## src/hdl/spq_pkg.sv

```systemverilog
`timescale 1ns / 1ps
`default_nettype none
// ----------------------------------------------------------------------------
// Sorted priority queue package
// Operation codes, status codes and the control bundle for the cell row.
// ----------------------------------------------------------------------------
package spq_pkg;

  localparam int COUNT_W = 4;

  localparam logic FUNC_INSERT = 1'b0;
  localparam logic FUNC_DELETE = 1'b1;

  localparam logic [1:0] ST_DONE     = 2'd0;
  localparam logic [1:0] ST_FULL     = 2'd1;
  localparam logic [1:0] ST_EMPTY    = 2'd2;
  localparam logic [1:0] ST_NOTFOUND = 2'd3;

  typedef struct packed {
    logic ins_en;
    logic del_en;
  } spq_ctl_t;

endpackage
`default_nettype wire

```

## src/hdl/sorted_priority_queue.sv

```systemverilog
`timescale 1ns / 1ps
`default_nettype none
// ----------------------------------------------------------------------------
// Sorted priority queue
// Keeps up to DEPTH signed priorities in descending order in a row of cells.
// ----------------------------------------------------------------------------
// A request beat is taken at a rising edge with start high and busy low; func
// selects insert or delete of value. The row of cells shifts at the accepting
// edge, and in the following cycle done is high for exactly one cycle with
// status, count, top_valid and top_value. One request can be accepted in every
// cycle, since every cell decides its new entry from its own compare and that
// of its neighbor nearer the head. busy therefore stays low.
// An insert into a full queue, a delete from an empty queue and a delete that
// finds no equal entry leave the entries unchanged and report it in status.
// Equal priorities: an insert goes ahead of stored equal values and a delete
// removes the one nearest the head.
// Reset clears the fill count and done; stored entries are not cleared, as
// only entries below the fill count are ever read. The receiver cannot stall:
// each result beat is shown for one cycle only.
// ----------------------------------------------------------------------------
module sorted_priority_queue #(
  parameter int DEPTH       = 8,
  parameter int VALUE_WIDTH = 16
) (
  input  wire                                clk,
  input  wire                                rst,
  input  wire                                start,
  output logic                               busy,
  input  wire                                func,
  input  wire  signed [VALUE_WIDTH-1:0]       value,
  output logic                               done,
  output logic [1:0]                         status,
  output logic [spq_pkg::COUNT_W-1:0]        count,
  output logic                               top_valid,
  output logic signed [VALUE_WIDTH-1:0]       top_value
);
  import spq_pkg::*;

  localparam int CW = $clog2(DEPTH + 1);

  logic [CW-1:0]                cnt;
  logic [CW-1:0]                cnt_next;
  logic [1:0]                   status_next;
  logic                         accept;
  logic                         full;
  logic                         found;
  spq_ctl_t                     ctl;
  logic signed [VALUE_WIDTH-1:0] entry [DEPTH];
  logic [DEPTH-1:0]             valid;
  logic [DEPTH-1:0]             ge;
  logic [DEPTH-1:0]             le;
  logic [DEPTH-1:0]             eq;
  logic [CW+COUNT_W-1:0]        cnt_ext;

  assign busy   = 1'b0;
  assign accept = start && !busy;
  assign full   = (cnt == CW'(DEPTH));
  assign found  = |eq;

  always_comb begin
    ctl.ins_en  = accept && (func == FUNC_INSERT) && !full;
    ctl.del_en  = accept && (func == FUNC_DELETE) && found;
    cnt_next    = cnt;
    status_next = ST_DONE;
    if (func == FUNC_INSERT) begin
      if (full) begin
        status_next = ST_FULL;
      end else begin
        cnt_next = cnt + 1'b1;
      end
    end else begin
      if (cnt == '0) begin
        status_next = ST_EMPTY;
      end else if (!found) begin
        status_next = ST_NOTFOUND;
      end else begin
        cnt_next = cnt - 1'b1;
      end
    end
  end

  for (genvar k = 0; k < DEPTH; k++) begin : g_cell
    assign valid[k] = (CW'(k) < cnt);
    spq_cell #(
      .VALUE_WIDTH(VALUE_WIDTH)
    ) u_cell (
      .clk       (clk),
      .ctl       (ctl),
      .req_value (value),
      .valid     (valid[k]),
      .prev_ge   ((k == 0) ? 1'b0 : ge[(k == 0) ? 0 : k - 1]),
      .prev_entry((k == 0) ? '0 : entry[(k == 0) ? 0 : k - 1]),
      .next_entry((k == DEPTH - 1) ? '0 : entry[(k == DEPTH - 1) ? k : k + 1]),
      .entry     (entry[k]),
      .ge        (ge[k]),
      .le        (le[k]),
      .eq        (eq[k])
    );
  end

  always_ff @(posedge clk) begin
    if (rst) begin
      cnt  <= '0;
      done <= 1'b0;
    end else begin
      done <= accept;
      if (accept) begin
        cnt    <= cnt_next;
        status <= status_next;
      end
    end
  end

  assign cnt_ext   = (CW + COUNT_W)'(cnt);
  assign count     = cnt_ext[COUNT_W-1:0];
  assign top_valid = (cnt != '0);
  assign top_value = top_valid ? entry[0] : '0;

endmodule
`default_nettype wire

```

## src/hdl/spq_cell.sv

```systemverilog
`timescale 1ns / 1ps
`default_nettype none
// ----------------------------------------------------------------------------
// Sorted priority queue cell
// Holds one entry, compares it with the request value and takes the request
// value or a neighbor's entry when the row shifts on an insert or a delete.
// ----------------------------------------------------------------------------
module spq_cell #(
  parameter int VALUE_WIDTH = 16
) (
  input  wire                          clk,
  input  spq_pkg::spq_ctl_t            ctl,
  input  wire  signed [VALUE_WIDTH-1:0] req_value,
  input  wire                          valid,
  input  wire                          prev_ge,
  input  wire  signed [VALUE_WIDTH-1:0] prev_entry,
  input  wire  signed [VALUE_WIDTH-1:0] next_entry,
  output logic signed [VALUE_WIDTH-1:0] entry,
  output logic                         ge,
  output logic                         le,
  output logic                         eq
);
  import spq_pkg::*;

  // The row is sorted in descending order, so ge is monotone along it and le is monotone over the valid entries.
  assign ge = !valid || (req_value >= entry);
  assign le = valid && (entry <= req_value);
  assign eq = valid && (entry == req_value);

  always_ff @(posedge clk) begin
    if (ctl.ins_en) begin
      if (prev_ge) begin
        entry <= prev_entry;
      end else if (ge) begin
        entry <= req_value;
      end
    end else if (ctl.del_en) begin
      if (le) begin
        entry <= next_entry;
      end
    end
  end

endmodule
`default_nettype wire

```

## config.mk

```make
export PLATFORM = sky130hd
export DESIGN_NAME = sorted_priority_queue
export DESIGN_NICKNAME = d
export VERILOG_FILES = /design/src/hdl/spq_pkg.sv /design/src/hdl/sorted_priority_queue.sv /design/src/hdl/spq_cell.sv
export SDC_FILE = /design/constraint.sdc
export NUM_CORES = 1
export LEC_CHECK = 0
export ABC_AREA = 1
export BUFFER_PORTS_ARGS = -buffer_cell sky130_fd_sc_hd__buf_2
export CORE_UTILIZATION = 46
export CTS_CLUSTER_DIAMETER = 30
export DETAILED_ROUTE_END_ITERATION = 12
export GPL_TIMING_DRIVEN = 0
export REMOVE_ABC_BUFFERS = 1
export SLEW_MARGIN = 10
export SYNTH_ARGS = -nofsm -noshare
export SYNTH_HDL_FRONTEND = slang
export SYNTH_SLANG_ARGS = --single-unit
```

## constraint.sdc

```tcl
create_clock -name clk -period 3.48 [get_ports clk]
set_input_delay 0.522 -clock clk [delete_from_list [all_inputs] [get_ports clk]]
set_output_delay 0.522 -clock clk [all_outputs]
set_load 0.02 [all_outputs]
```

==> results.md <==
- Critical path origin: value[15]
- Vias in the first global route: 8861
- Yosys Warn Count: 0
- Power Density: 368 nW/um2
- Gr ovfl total: 0
- Hold buffers post-CTS: 0
- Non-filler cells, final: 1857
- Worst r2r src: count[0]
- CP max FO: 12
- Cells after Synth: 1498
- Dpl cells: 1822
- CP Launch Type: primary input
- Share of cells above drive strength 1: 7.87%
- Hold Path Class: primary input to register
- Io pins: 45
- Yosys cell types: 34
- Worst clock skew: 0.0113 ns
- Outcome: complete, no violations
- Hpwl dp: 22200 um
- Most frequent cells in the layout: nand2_1, inv_1, nand3_1
- Sequential-to-total area share from yosys stat: 36.5%
- Clk_lat worst skew: 0.43 ns
- FFs w/ async S/R, synth: 0%
- R2R depth: 12
- Avg Vias per Cell: 5.10
- Antenna diodes: 0
- Critical hold path startpoint: rst
- Die ar.: 24500 um2
- Critical Path AT: 3.49 ns
- Count of final hold-check violations: 0
- Num rows: 56
- Clock sink count: 135
- WL/cell: 15.4 um
- Critical path endpoint category: register
- CTS buffer count: 17
- Total Routing Usage GR: 24.3%
- Total power draw: 4.50 mW
- CTS tree: yes
- NumNets Final: 1677
- RSZ-0062 raised after global routing: no
- DRT iter0 DRCs: 686
- CTS max path bufs: 2
- Routed Antenna Nets: 0
- Endpoints failing setup: 0
- Slew Limit Fails: 0
- Clock Pin Slew Worst Setup and Hold Paths: 0.06 ns
- Starting Density: 46.8%
- Commonest non-fill, non-tap cell in the layout: nand2_1
- Hold path depth: 2
- Seq. cell area: 4000 um2
- Cell Area, Synth: 11000 um2
- I/O Buffers: 43
- Initial antenna violation count: 0
- Peak supply drop: 0.000181 V
- Worst reg-to-reg setup slack: 0.28 ns
- Post-route DRC violation count: 0
- # fillers: 2312
- Die Wd: 156 um
- Main synth FF type: edfxtp_1
- Min Clock Period, post-route: 3.36 ns
- Max capacitance violation total: 0
- WHS: 0.336 ns
- Routed wire length: 28600 um
- Die Height: 156 um
- WP data required: 3.61 ns
- Worst Tran Pin Value: 1.08 ns
- Pleak: 6.08 nW
- Post-synth EDFFs: 130
- Vias: 9470
- Tcrit/Tclk final: 96.6%
- Utilization after layout: 52.2%
- Hold path endpoint: count[0]
- Area of the multi-input gates: 6040 um2
- Routability congestion estimate: 0.860
- Crit path kind: primary input to register
- Core area: 23400 um2
- P&R area growth vs syn: 11.4%
- Mapped Avg Cell Area: 7.32 um2
- First-pass GRT wire length: 45700 um
- Max Freq: 297 MHz
- Reg-to-Reg End: g_cell[0].u_cell.entry[2]
- First-pass DRT Iterations: 6
- H-tree Lvls: 4
- Yosys reg bits: 135
- Max-slew headroom: 27.7%
- Largest net degree at the start of global routing: 61
- Clk root buf: clkbuf_16
==> kinds of logic (layout without fill, tap and decap cells) <==
kind of cell / Yosys count / in the layout / synth area share [%]
buffers and inverters: 245 / 285 / 9.26
AO/OA/AOI/OAI: 148 / 148 / 6.96
other: 1 / 1 / 0.0342
XOR/XNOR: 5 / 5 / 0.399
AND/OR/NAND/NOR: 832 / 832 / 31.8
flip-flops: 135 / 135 / 36.5
adder cells (fa/ha/maj): 132 / 132 / 15.1
==> worst max path at each step <==
stage / cells after the start / end / slack [ns]
floorplan: 9 / g_cell[0].u_cell.entry[0] / -3.35
global route: 14 / g_cell[6].u_cell.entry[7] / 0.007
global placement: 9 / g_cell[0].u_cell.entry[11] / -7.21
finish: 14 / g_cell[1].u_cell.entry[2] / 0.12
detailed placement: 13 / g_cell[5].u_cell.entry[8] / -0.60
CTS: 14 / g_cell[1].u_cell.entry[2] / 0.04
==> timing repair <==
item                       4_1_cts  5_1_grt
resized for setup                1        8
pin swaps                        1        1
setup buffers                    1        1
setup endpoints to repair       28      104
==> synthesized netlist by cell type (5+ instances only) <==
| cell | count | share of area [%] |
|---|---|---|
| nand2_1 | 520 | 18 |
| inv_1 | 182 | 6.2 |
| nand3_1 | 140 | 6.4 |
| nor2_1 | 135 | 4.6 |
| ha_1 | 132 | 15 |
| edfxtp_1 | 130 | 36 |
| a21oi_1 | 68 | 3.1 |
| o21ai_0 | 38 | 1.7 |
| o21ai_1 | 33 | 1.5 |
| buf_2 | 28 | 1.3 |
| clkbuf_1 | 13 | 0.45 |
| nand4_1 | 11 | 0.63 |
| buf_4 | 8 | 0.55 |
| clkinv_1 | 5 | 0.17 |
| dfxtp_1 | 5 | 0.91 |
==> registers in the layout, summed over array words and instances, names as in the netlist <==
name                 cells
count                    4
status                   2
g_cell.u_cell.entry    128
done                     1
==> routing by layer <==
| layer | global-route usage (%) | share of wire [%] | up-vias |
|---|---|---|---|
| li1 | - | - | 4933 |
| met1 | 32.7 | 48 | 4300 |
| met2 | 40.0 | 46 | 197 |
| met3 | 2.46 | 3.4 | 40 |
| met4 | 9.34 | 2.7 | 0 |
| met5 | 0 | 0 | - |
==> power by group <==
group | internal [mW] | switching (mW) | leakage, nW
logic | 0.290 | 0.628 | 4.60
registers | 1.85 | 0.0247 | 1.23
clock network | 1.02 | 0.693 | 0.257
==> cell type report <==
cell class / count / share of cell area [%]
clock inverter: 5 / 0.420
timing repair buffer: 62 / 4.23
multi-input combinational: 1118 / 49.4
sequential: 135 / 32.8
tap: 319 / 3.27
clock buffer: 27 / 3.95
inverter: 191 / 5.89
==> per-stage QoR <==
stage | worst slack [ns] | area, um2 | TNS [ns]
2_1_floorplan | -3.35 | 10700 | -459.42
3_3_place_gp | -7.21 | 11300 | -1109.20
3_5_place_dp | -0.598 | 11600 | -44.20
4_1_cts | 0.0366 | 12100 | 0
5_1_grt | 0.00740 | 12200 | 0
6_report | 0.118 | 12200 | 0
==> worst max-delay path, stage by stage <==
cell	delay (ns)
buf_2	0.27
inv_1	0.23
ha_1	0.39
nand2_1	0.07
inv_1	0.06
nand3_1	0.20
nor2_1	0.30
nand4_1	0.25
nand2_1	0.12
nor2_1	0.05
nand3_2	0.16
nand2_2	0.29
a21oi_4	0.35
buf_8	0.20
(Power assumes the default switching activity.)
